===== config.mk =====
export PLATFORM = sky130hd
export DESIGN_NAME = interrupt_controller_with_timer
export DESIGN_NICKNAME = d
export VERILOG_FILES = /design/src/rtl/icwt_pkg.sv /design/src/rtl/interrupt_controller_with_timer.sv /design/src/rtl/icwt_mod.sv
export SDC_FILE = /design/constraint.sdc
export NUM_CORES = 1
export LEC_CHECK = 0
export ABC_CLOCK_PERIOD_IN_PS = 3500
export BUFFER_PORTS_ARGS = -buffer_cell sky130_fd_sc_hd__buf_2
export CORE_MARGIN = 2
export CORE_UTILIZATION = 55
export DETAILED_ROUTE_END_ITERATION = 10
export HOLD_SLACK_MARGIN = 0.1
export PLACE_DENSITY = 0.86
export SYNTH_ARGS = -nofsm -noshare
export SYNTH_HDL_FRONTEND = slang
export SYNTH_SLANG_ARGS = --single-unit
export TNS_END_PERCENT = 5

===== constraint.sdc =====
create_clock -name clk -period 3.5 [get_ports clk]
set_input_delay 0.525 -clock clk [delete_from_list [all_inputs] [get_ports clk]]
set_output_delay 0.525 -clock clk [all_outputs]
set_load 0.005 [all_outputs]

===== src/rtl/icwt_pkg.sv =====
// Shared types, codes and constants for the interrupt controller with timer.
package icwt_pkg;

	// Default geometry of the timer count
	localparam int COUNT_WIDTH_DEF    = 24;
	localparam int PRESCALE_SHIFT_DEF = 10;

	// Command codes
	typedef enum logic [2:0] {
		CMD_LINE   = 3'd0,
		CMD_READ   = 3'd1,
		CMD_WRITE  = 3'd2,
		CMD_ELAPSE = 3'd3,
		CMD_POLL   = 3'd4
	} cmd_t;

	// Register targets and offsets
	localparam logic       TGT_IRQ   = 1'b0;
	localparam logic       TGT_TIMER = 1'b1;
	localparam logic [1:0] OFS_MASK  = 2'd2;
	localparam logic [1:0] OFS_PEND  = 2'd3;

	// Line index with no pending bit behind it
	localparam logic [1:0] LINE_NONE = 2'd3;

	// Vector addresses
	localparam logic [15:0] VEC_NONE = 16'h0000;
	localparam logic [15:0] VEC_NMI  = 16'hFFFC;
	localparam logic [15:0] VEC_BIT0 = 16'hFFF6;
	localparam logic [15:0] VEC_BIT1 = 16'hFFF8;
	localparam logic [15:0] VEC_BIT2 = 16'hFFFA;

	// Reload byte field and count read window
	localparam int LOAD_BITS = 7;
	localparam int READ_BITS = 7;

	// Status of the shared remainder unit
	typedef struct packed {
		logic busy;
		logic done;
	} mod_stat_t;

	// NMI first, then unmasked pending bits, lowest bit first
	function automatic logic [15:0] vec_pick(input logic nmi, input logic masked,
	                                         input logic [2:0] ready);
		logic [15:0] v;
		v = VEC_NONE;
		if (nmi) begin
			v = VEC_NMI;
		end else if (!masked) begin
			if (ready[0])      v = VEC_BIT0;
			else if (ready[1]) v = VEC_BIT1;
			else if (ready[2]) v = VEC_BIT2;
		end
		return v;
	endfunction

endpackage


===== src/rtl/interrupt_controller_with_timer.sv =====
// Top level: interrupt controller with a down-counting interval timer.
//
//  channel   handshake          fields
//  -------   ----------------   --------------------------------------------------
//  command   start / busy       command target offset write_data line_index
//                               line_level cycles interrupts_masked nmi_pending
//  result    done (one cycle)   read_data interrupt_taken vector_address timer_fired
//
// An item is taken when start is high and busy is low; it passes through the
// EXEC state, and its result then strobes on done. A poll that finds timer
// underflow with a nonzero reload then also waits in the DIV state while the
// remainder unit runs (one count bit a cycle) before its result is registered.
// busy stays high until the result is registered. Reset clears all state.
// The result is held for one cycle only; the receiver cannot stall it.
module interrupt_controller_with_timer #(
	parameter int COUNT_WIDTH    = icwt_pkg::COUNT_WIDTH_DEF,
	parameter int PRESCALE_SHIFT = icwt_pkg::PRESCALE_SHIFT_DEF
) (
	input  logic        clk,
	input  logic        arst_n,
	input  logic        start,
	output logic        busy,
	input  logic [2:0]  command,
	input  logic        target,
	input  logic [1:0]  offset,
	input  logic [7:0]  write_data,
	input  logic [1:0]  line_index,
	input  logic        line_level,
	input  logic [9:0]  cycles,
	input  logic        interrupts_masked,
	input  logic        nmi_pending,
	output logic        done,
	output logic [7:0]  read_data,
	output logic        interrupt_taken,
	output logic [15:0] vector_address,
	output logic        timer_fired
);

	localparam int CW  = COUNT_WIDTH;
	localparam int RLW = PRESCALE_SHIFT + icwt_pkg::LOAD_BITS + 1;
	localparam int EW  = ((CW > RLW) ? CW : RLW) + 1;
	localparam logic [CW-1:0] CNT_MAX = {1'b0, {(CW-1){1'b1}}};
	localparam logic [CW-1:0] CNT_MIN = {1'b1, {(CW-1){1'b0}}};

	typedef enum logic [1:0] {
		ST_IDLE,
		ST_EXEC,
		ST_DIV
	} state_t;

	state_t state_q;

	// latched command
	logic [2:0] cmd_q;
	logic       tgt_q;
	logic [1:0] ofs_q;
	logic [7:0] wdata_q;
	logic [1:0] line_q;
	logic       level_q;
	logic [9:0] cyc_q;
	logic       masked_q;
	logic       nmi_q;

	// architectural state
	logic [2:0]     pend_q;
	logic [7:0]     mask_q;
	logic           ten_q;
	logic [RLW-1:0] reload_q;
	logic [CW-1:0]  count_q;

	// registered result
	logic        done_q;
	logic [7:0]  rd_q;
	logic        taken_q;
	logic [15:0] vec_q;
	logic        fired_q;

	logic [CW:0]     elapse_diff;
	logic [CW-1:0]   elapse_cnt;
	logic [RLW-1:0]  load_val;
	logic [CW-1:0]   load_cnt;
	logic            fire;
	logic            mod_go;
	logic [CW-1:0]   deficit;
	logic [RLW-1:0]  mod_rem;
	logic [RLW-1:0]  reload_cnt_raw;
	logic [CW-1:0]   reload_cnt;
	logic [2:0]      pend_fire;
	logic [15:0]     vec_exec;
	logic [15:0]     vec_div;
	logic [7:0]      rd_val;
	icwt_pkg::mod_stat_t mod_stat;

	// saturating subtract of elapsed cycles
	always_comb begin
		elapse_diff = {count_q[CW-1], count_q} - {{(CW-9){1'b0}}, cyc_q};
		elapse_cnt  = (elapse_diff[CW] != elapse_diff[CW-1]) ? CNT_MIN
		                                                     : elapse_diff[CW-1:0];
	end

	// reload load value, clamped to the count maximum
	always_comb begin
		load_val = RLW'({1'b0, wdata_q[icwt_pkg::LOAD_BITS-1:0]} + 8'd1) << PRESCALE_SHIFT;
		load_cnt = (EW'(load_val) > EW'(CNT_MAX)) ? CNT_MAX : CW'(load_val);
	end

	// underflow service: reload - (deficit mod reload), clamped
	always_comb begin
		fire           = ten_q && count_q[CW-1];
		deficit        = ~count_q + 1'b1;
		mod_go         = (state_q == ST_EXEC) && (cmd_q == icwt_pkg::CMD_POLL) &&
		                 fire && (reload_q != '0);
		reload_cnt_raw = reload_q - mod_rem;
		reload_cnt     = (EW'(reload_cnt_raw) > EW'(CNT_MAX)) ? CNT_MAX
		                                                      : CW'(reload_cnt_raw);
	end

	// vector selection and register reads
	always_comb begin
		pend_fire = fire ? (pend_q | 3'b100) : pend_q;
		vec_exec  = icwt_pkg::vec_pick(nmi_q, masked_q, pend_fire & ~mask_q[2:0]);
		vec_div   = icwt_pkg::vec_pick(nmi_q, masked_q, pend_q & ~mask_q[2:0]);
		rd_val    = 8'd0;
		if (tgt_q == icwt_pkg::TGT_TIMER) begin
			rd_val = {1'b0, count_q[PRESCALE_SHIFT +: icwt_pkg::READ_BITS]};
		end else if (ofs_q == icwt_pkg::OFS_MASK) begin
			rd_val = mask_q;
		end else if (ofs_q == icwt_pkg::OFS_PEND) begin
			rd_val = {5'd0, pend_q};
		end
	end

	icwt_mod #(
		.NUM_W(CW),
		.DEN_W(RLW)
	) u_mod (
		.clk   (clk),
		.arst_n(arst_n),
		.go    (mod_go),
		.num   (deficit),
		.den   (reload_q),
		.stat  (mod_stat),
		.rem   (mod_rem)
	);

	// sequencer, state registers and result registers
	always_ff @(posedge clk or negedge arst_n) begin
		if (!arst_n) begin
			state_q  <= ST_IDLE;
			cmd_q    <= '0;
			tgt_q    <= 1'b0;
			ofs_q    <= '0;
			wdata_q  <= '0;
			line_q   <= '0;
			level_q  <= 1'b0;
			cyc_q    <= '0;
			masked_q <= 1'b0;
			nmi_q    <= 1'b0;
			pend_q   <= '0;
			mask_q   <= '0;
			ten_q    <= 1'b0;
			reload_q <= '0;
			count_q  <= '0;
			done_q   <= 1'b0;
			rd_q     <= '0;
			taken_q  <= 1'b0;
			vec_q    <= '0;
			fired_q  <= 1'b0;
		end else begin
			done_q <= 1'b0;
			case (state_q)
				ST_IDLE: begin
					if (start) begin
						cmd_q    <= command;
						tgt_q    <= target;
						ofs_q    <= offset;
						wdata_q  <= write_data;
						line_q   <= line_index;
						level_q  <= line_level;
						cyc_q    <= cycles;
						masked_q <= interrupts_masked;
						nmi_q    <= nmi_pending;
						state_q  <= ST_EXEC;
					end
				end
				ST_EXEC: begin
					rd_q    <= 8'd0;
					taken_q <= 1'b0;
					vec_q   <= icwt_pkg::VEC_NONE;
					fired_q <= 1'b0;
					done_q  <= 1'b1;
					state_q <= ST_IDLE;
					case (cmd_q)
						icwt_pkg::CMD_LINE: begin
							if (line_q != icwt_pkg::LINE_NONE) pend_q[line_q] <= level_q;
						end
						icwt_pkg::CMD_READ: begin
							rd_q <= rd_val;
						end
						icwt_pkg::CMD_WRITE: begin
							if (tgt_q == icwt_pkg::TGT_IRQ) begin
								if (ofs_q == icwt_pkg::OFS_MASK) mask_q <= wdata_q;
								else if (ofs_q == icwt_pkg::OFS_PEND) pend_q[2] <= 1'b0;
							end else if (!ofs_q[0]) begin
								reload_q <= load_val;
								count_q  <= load_cnt;
							end else begin
								ten_q <= wdata_q[0];
							end
						end
						icwt_pkg::CMD_ELAPSE: begin
							count_q <= elapse_cnt;
						end
						icwt_pkg::CMD_POLL: begin
							pend_q  <= pend_fire;
							fired_q <= fire;
							if (mod_go) begin
								done_q  <= 1'b0;
								state_q <= ST_DIV;
							end else begin
								vec_q   <= vec_exec;
								taken_q <= (vec_exec != icwt_pkg::VEC_NONE);
							end
						end
						default: begin
						end
					endcase
				end
				ST_DIV: begin
					if (mod_stat.done) begin
						count_q <= reload_cnt;
						vec_q   <= vec_div;
						taken_q <= (vec_div != icwt_pkg::VEC_NONE);
						done_q  <= 1'b1;
						state_q <= ST_IDLE;
					end
				end
				default: begin
					state_q <= ST_IDLE;
				end
			endcase
		end
	end

	assign busy            = (state_q != ST_IDLE);
	assign done            = done_q;
	assign read_data       = rd_q;
	assign interrupt_taken = taken_q;
	assign vector_address  = vec_q;
	assign timer_fired     = fired_q;

	// an accepted item always makes the block busy
	a_accept_busy: assert property (@(posedge clk) disable iff (!arst_n)
		start && !busy |=> busy) else $error("accepted item did not raise busy");

	// result strobe only while the sequencer is back at rest
	a_done_idle: assert property (@(posedge clk) disable iff (!arst_n)
		done |-> !busy) else $error("result strobe while busy");

	// taken flag agrees with the vector
	a_taken_vec: assert property (@(posedge clk) disable iff (!arst_n)
		done |-> (interrupt_taken == (vector_address != icwt_pkg::VEC_NONE)))
		else $error("taken flag and vector disagree");

	// a fired timer leaves its pending bit set
	a_fire_pend: assert property (@(posedge clk) disable iff (!arst_n)
		done && timer_fired |-> pend_q[2]) else $error("timer fired without pending bit");

	// waiting on the remainder unit implies it is working or finishing
	a_div_live: assert property (@(posedge clk) disable iff (!arst_n)
		state_q == ST_DIV |-> mod_stat.busy || mod_stat.done)
		else $error("remainder unit idle during reload");

endmodule


===== src/rtl/icwt_mod.sv =====
// Iterative restoring remainder unit: one dividend bit per cycle.
module icwt_mod #(
	parameter int NUM_W = icwt_pkg::COUNT_WIDTH_DEF,
	parameter int DEN_W = icwt_pkg::PRESCALE_SHIFT_DEF + 8
) (
	input  logic              clk,
	input  logic              arst_n,
	input  logic              go,
	input  logic [NUM_W-1:0]  num,
	input  logic [DEN_W-1:0]  den,
	output icwt_pkg::mod_stat_t stat,
	output logic [DEN_W-1:0]  rem
);

	localparam int CNT_W = $clog2(NUM_W + 1);

	logic [NUM_W-1:0] num_q;
	logic [DEN_W-1:0] den_q;
	logic [DEN_W-1:0] rem_q;
	logic [CNT_W-1:0] cnt_q;
	logic             done_q;
	logic [DEN_W:0]   trial;
	logic [DEN_W:0]   diff;

	// shift in next dividend bit, subtract divisor when it fits
	always_comb begin
		trial = {rem_q, num_q[NUM_W-1]};
		diff  = trial - {1'b0, den_q};
	end

	always_ff @(posedge clk or negedge arst_n) begin
		if (!arst_n) begin
			cnt_q  <= '0;
			done_q <= 1'b0;
			num_q  <= '0;
			den_q  <= '0;
			rem_q  <= '0;
		end else begin
			done_q <= 1'b0;
			if (go) begin
				num_q <= num;
				den_q <= den;
				rem_q <= '0;
				cnt_q <= CNT_W'(NUM_W);
			end else if (cnt_q != '0) begin
				num_q <= num_q << 1;
				rem_q <= diff[DEN_W] ? trial[DEN_W-1:0] : diff[DEN_W-1:0];
				cnt_q <= cnt_q - 1'b1;
				if (cnt_q == CNT_W'(1)) done_q <= 1'b1;
			end
		end
	end

	assign stat.busy = (cnt_q != '0);
	assign stat.done = done_q;
	assign rem       = rem_q;

endmodule


==> results.json <==
{
  "cts_max_path_buffers": 2,
  "hp-class": "input pin to flip-flop",
  "die_w_um": 131,
  "avgViaCountPerCell": 6.26,
  "synth_edf_count": 0,
  "status": "finished, final reports clean",
  "numClockSinks": 146,
  "setup_viol": 0,
  "crit_type": "flip-flop to flip-flop",
  "clock.fmax_mhz": 299,
  "ys_warn_count": 0,
  "period_needed_ns": 3.34,
  "crit_family": "simple AND/OR/NAND/NOR gates",
  "start_util_pct": 56.1,
  "path_buf_inv": 2,
  "drive_above_1_share_pct": 18.2,
  "cp.required_ns": 3.87,
  "placed_cell_area_um2": 9380,
  "path_max_fanout": 4,
  "cts_root_buf": "clkbuf_16",
  "syn_area_um2": 8840,
  "ys_seq_area_share_pct": 41.3,
  "yosysUniqueCellTypes": 68,
  "cts.clk_slew.worst_paths_ns": 0.07,
  "finalMaxSlewViolations": 0,
  "yosys.area_share.simple_pct": 18.2,
  "peakVddDrop_mv": 0.601,
  "muxShareOfSynthArea_pct": 6.74,
  "ctsHtreeMaxLevel": 4,
  "synthAdderAreaFrac_pct": 5.41,
  "mostFrequentLayoutCells": "dfrtp_1, nand2_1, nor2_1, buf_2, a21oi_1",
  "synth_compound_area_share_pct": 18.4,
  "fp.dieH_um": 131,
  "area_growth_pct": 13.1,
  "grt_max_degree": 62,
  "post-dp-hpwl_um": 15400,
  "post-route-drc-count": 0,
  "final_cell_area_um2": 10000,
  "ys_ff_latch": 146,
  "cp-end-kind": "flip-flop",
  "cts_tree": "done",
  "gr-usage-all-layers_pct": 27.1,
  "fin_worst_skew_ns": 0.00724,
  "dr.pass1.iters": 6,
  "finalWeightedCongestion": 0.965,
  "ant_nets": 0,
  "path_common_cell": "inv_1",
  "grt_pass1_vias": 7093,
  "synth_top_area_cell": "dfrtp_1",
  "overflow": 0,
  "drt-wirelength-per-cell_um": 18.1,
  "fin_setup_tns_ns": 0,
  "critPathLaunchType": "flip-flop",
  "vias": 7785,
  "pin_count": 60,
  "netlist_instances": 973,
  "tightest_slew_ns": 0.859,
  "worstSkewPairLatency_ns": 0.44,
  "wl_um": 22500,
  "synth_top_area_share_pct": 41.3,
  "mostFrequentLayoutCell": "dfrtp_1",
  "avgSynthCellArea_um2": 9.09,
  "worstPathArrival_ns": 3.72,
  "grt_pass1_wl_um": 36300,
  "drt-initial-drc-count": 843,
  "async_reset_ff_share_pct": 100,
  "synth-xor-area-share_pct": 4.46,
  "synth.area.top_cells": "dfrtp_1, mux2_2, nand2_1",
  "hold_viol_final": 0,
  "syn_nets": 1042,
  "dp.cells": 1210,
  "powerDensity_nw_per_um2": 931,
  "synth_top_family_by_area": "compound AO/OA/AOI/OAI gates",
  "max-slew-margin-rel_pct": 42.8,
  "min_period_over_period_pct": 95.5,
  "p_leak_nw": 4.44,
  "instances_no_fill": 1243,
  "port-buffer-count": 58,
  "drv_cap": 0,
  "nets": 1083,
  "rows": 46,
  "core_um2": 15800,
  "critPathMaxStageDelay_ns": 0.41,
  "dieArea_um2": 17100,
  "crit_path_top_delay_cell": "or4_1",
  "crit_chain": "inv_1, ha_2, inv_1, fa_2, a211oi_2, o21ai_2, o2111ai_2, and2_1, a21oi_1, ha_1, nand2b_2, nor2_2, nand2_1, or4_1, nand3_1",
  "cts_buffers": 17,
  "antenna_cells": 0,
  "antenna_found_initial": 0,
  "synth-main-ff-cell": "dfrtp_1"
}
[worst reg2reg max path, stage by stage (launching register included)]
cell       delay (ns)
dfrtp_1          0.40
inv_1            0.13
ha_2             0.21
inv_1            0.05
fa_2             0.37
a211oi_2         0.28
o21ai_2          0.14
o2111ai_2        0.19
and2_1           0.18
a21oi_1          0.07
ha_1             0.33
nand2b_2         0.22
nor2_2           0.11
nand2_1          0.07
or4_1            0.41
nand3_1          0.11
[final timing paths]
kind / cells past startpoint / end / slack, ns / start
hold / removal: 2 / masked_q / 0.31 / interrupts_masked
max in group asynchronous: 3 / count_q[9] / 2.07 / arst_n
setup reg to reg: 15 / count_q[19] / 0.16 / count_q[0]
setup / recovery: 15 / count_q[19] / 0.16 / count_q[0]
min in group asynchronous: 2 / pend_q[1] / 0.59 / arst_n
hold reg to reg: 2 / u_mod.den_q[10] / 0.49 / u_mod.den_q[10]
[sequential cells by signal (all words and copies together), names as in the netlist, 4 cells and up]
name            count
cyc_q              10
u_mod.den_q         8
mask_q              8
u_mod.rem          18
wdata_q             8
count_q            24
vector_address      4
reload_q            8
read_data           8
u_mod.num_q        24
u_mod.cnt_q         5
[stage by stage]
stage	hold slack [ns]	total power, W	setup slack (ns)	util [%]
6_report	0.314	0.00931	0.156	63.4
5_1_grt	0.309	0.00987	-0.0424	63.4
4_1_cts	0.307	0.00913	0.00429	63.2
3_5_place_dp	0.470	0.00725	0.145	59.5
3_3_place_gp	0.466	0.00707	0.232	59.5
2_1_floorplan	0.229	0.00600	0.0221	-
[area by class of cell]
cell class	count	area, µm²
tap	216	270
clock buffer	17	425
fill	1253	5770
clock inverter	15	148
multi-input combinational	711	4770
sequential	146	3650
timing repair buffer	87	542
inverter	51	191
[repair_timing]
action                                 CTS  global route
setup endpoints to repair                8            21
pin swaps                                0             1
hold buffers                             1             0
gates resized for setup                  1            10
buffers inserted                         0             0
endpoints found under the hold margin   47             0
[logic make-up after synthesis]
family	count (synthesis)
and+or+nand+nor	331
AOI/OAI and AO/OA	243
DFF	146
buffers and inverters	116
muxes	54
xor gates and xnor gates	45
adders and majority gates	37
other	1
[synthesized netlist by cell type (13+ instances only)]
| master | instances |
|---|---|
| a21oi_1 | 55 |
| a31oi_1 | 22 |
| clkbuf_1 | 50 |
| dfrtp_1 | 146 |
| ha_1 | 35 |
| inv_1 | 51 |
| mux2_2 | 44 |
| nand2_1 | 127 |
| nand3_1 | 21 |
| nor2_1 | 59 |
| nor3_1 | 26 |
| nor4_1 | 21 |
| o21ai_0 | 53 |
| or3_1 | 13 |
| xnor2_1 | 25 |
| xor2_1 | 20 |
[routing by layer]
metal | track usage (%) | wire length [µm]
met1 | 37.9 | 9640
met2 | 42.0 | 10500
met3 | 5.42 | 1770
met4 | 10.5 | 656
met5 | 0 | 0
[power by group]
part	switching [W]	total, W	internal, W
sequential	0.000640	0.00283	0.00219
clock	0.000791	0.00179	0.000995
combinational	0.00271	0.00469	0.00198
Note: power is estimated with default switching activity, not from simulation.
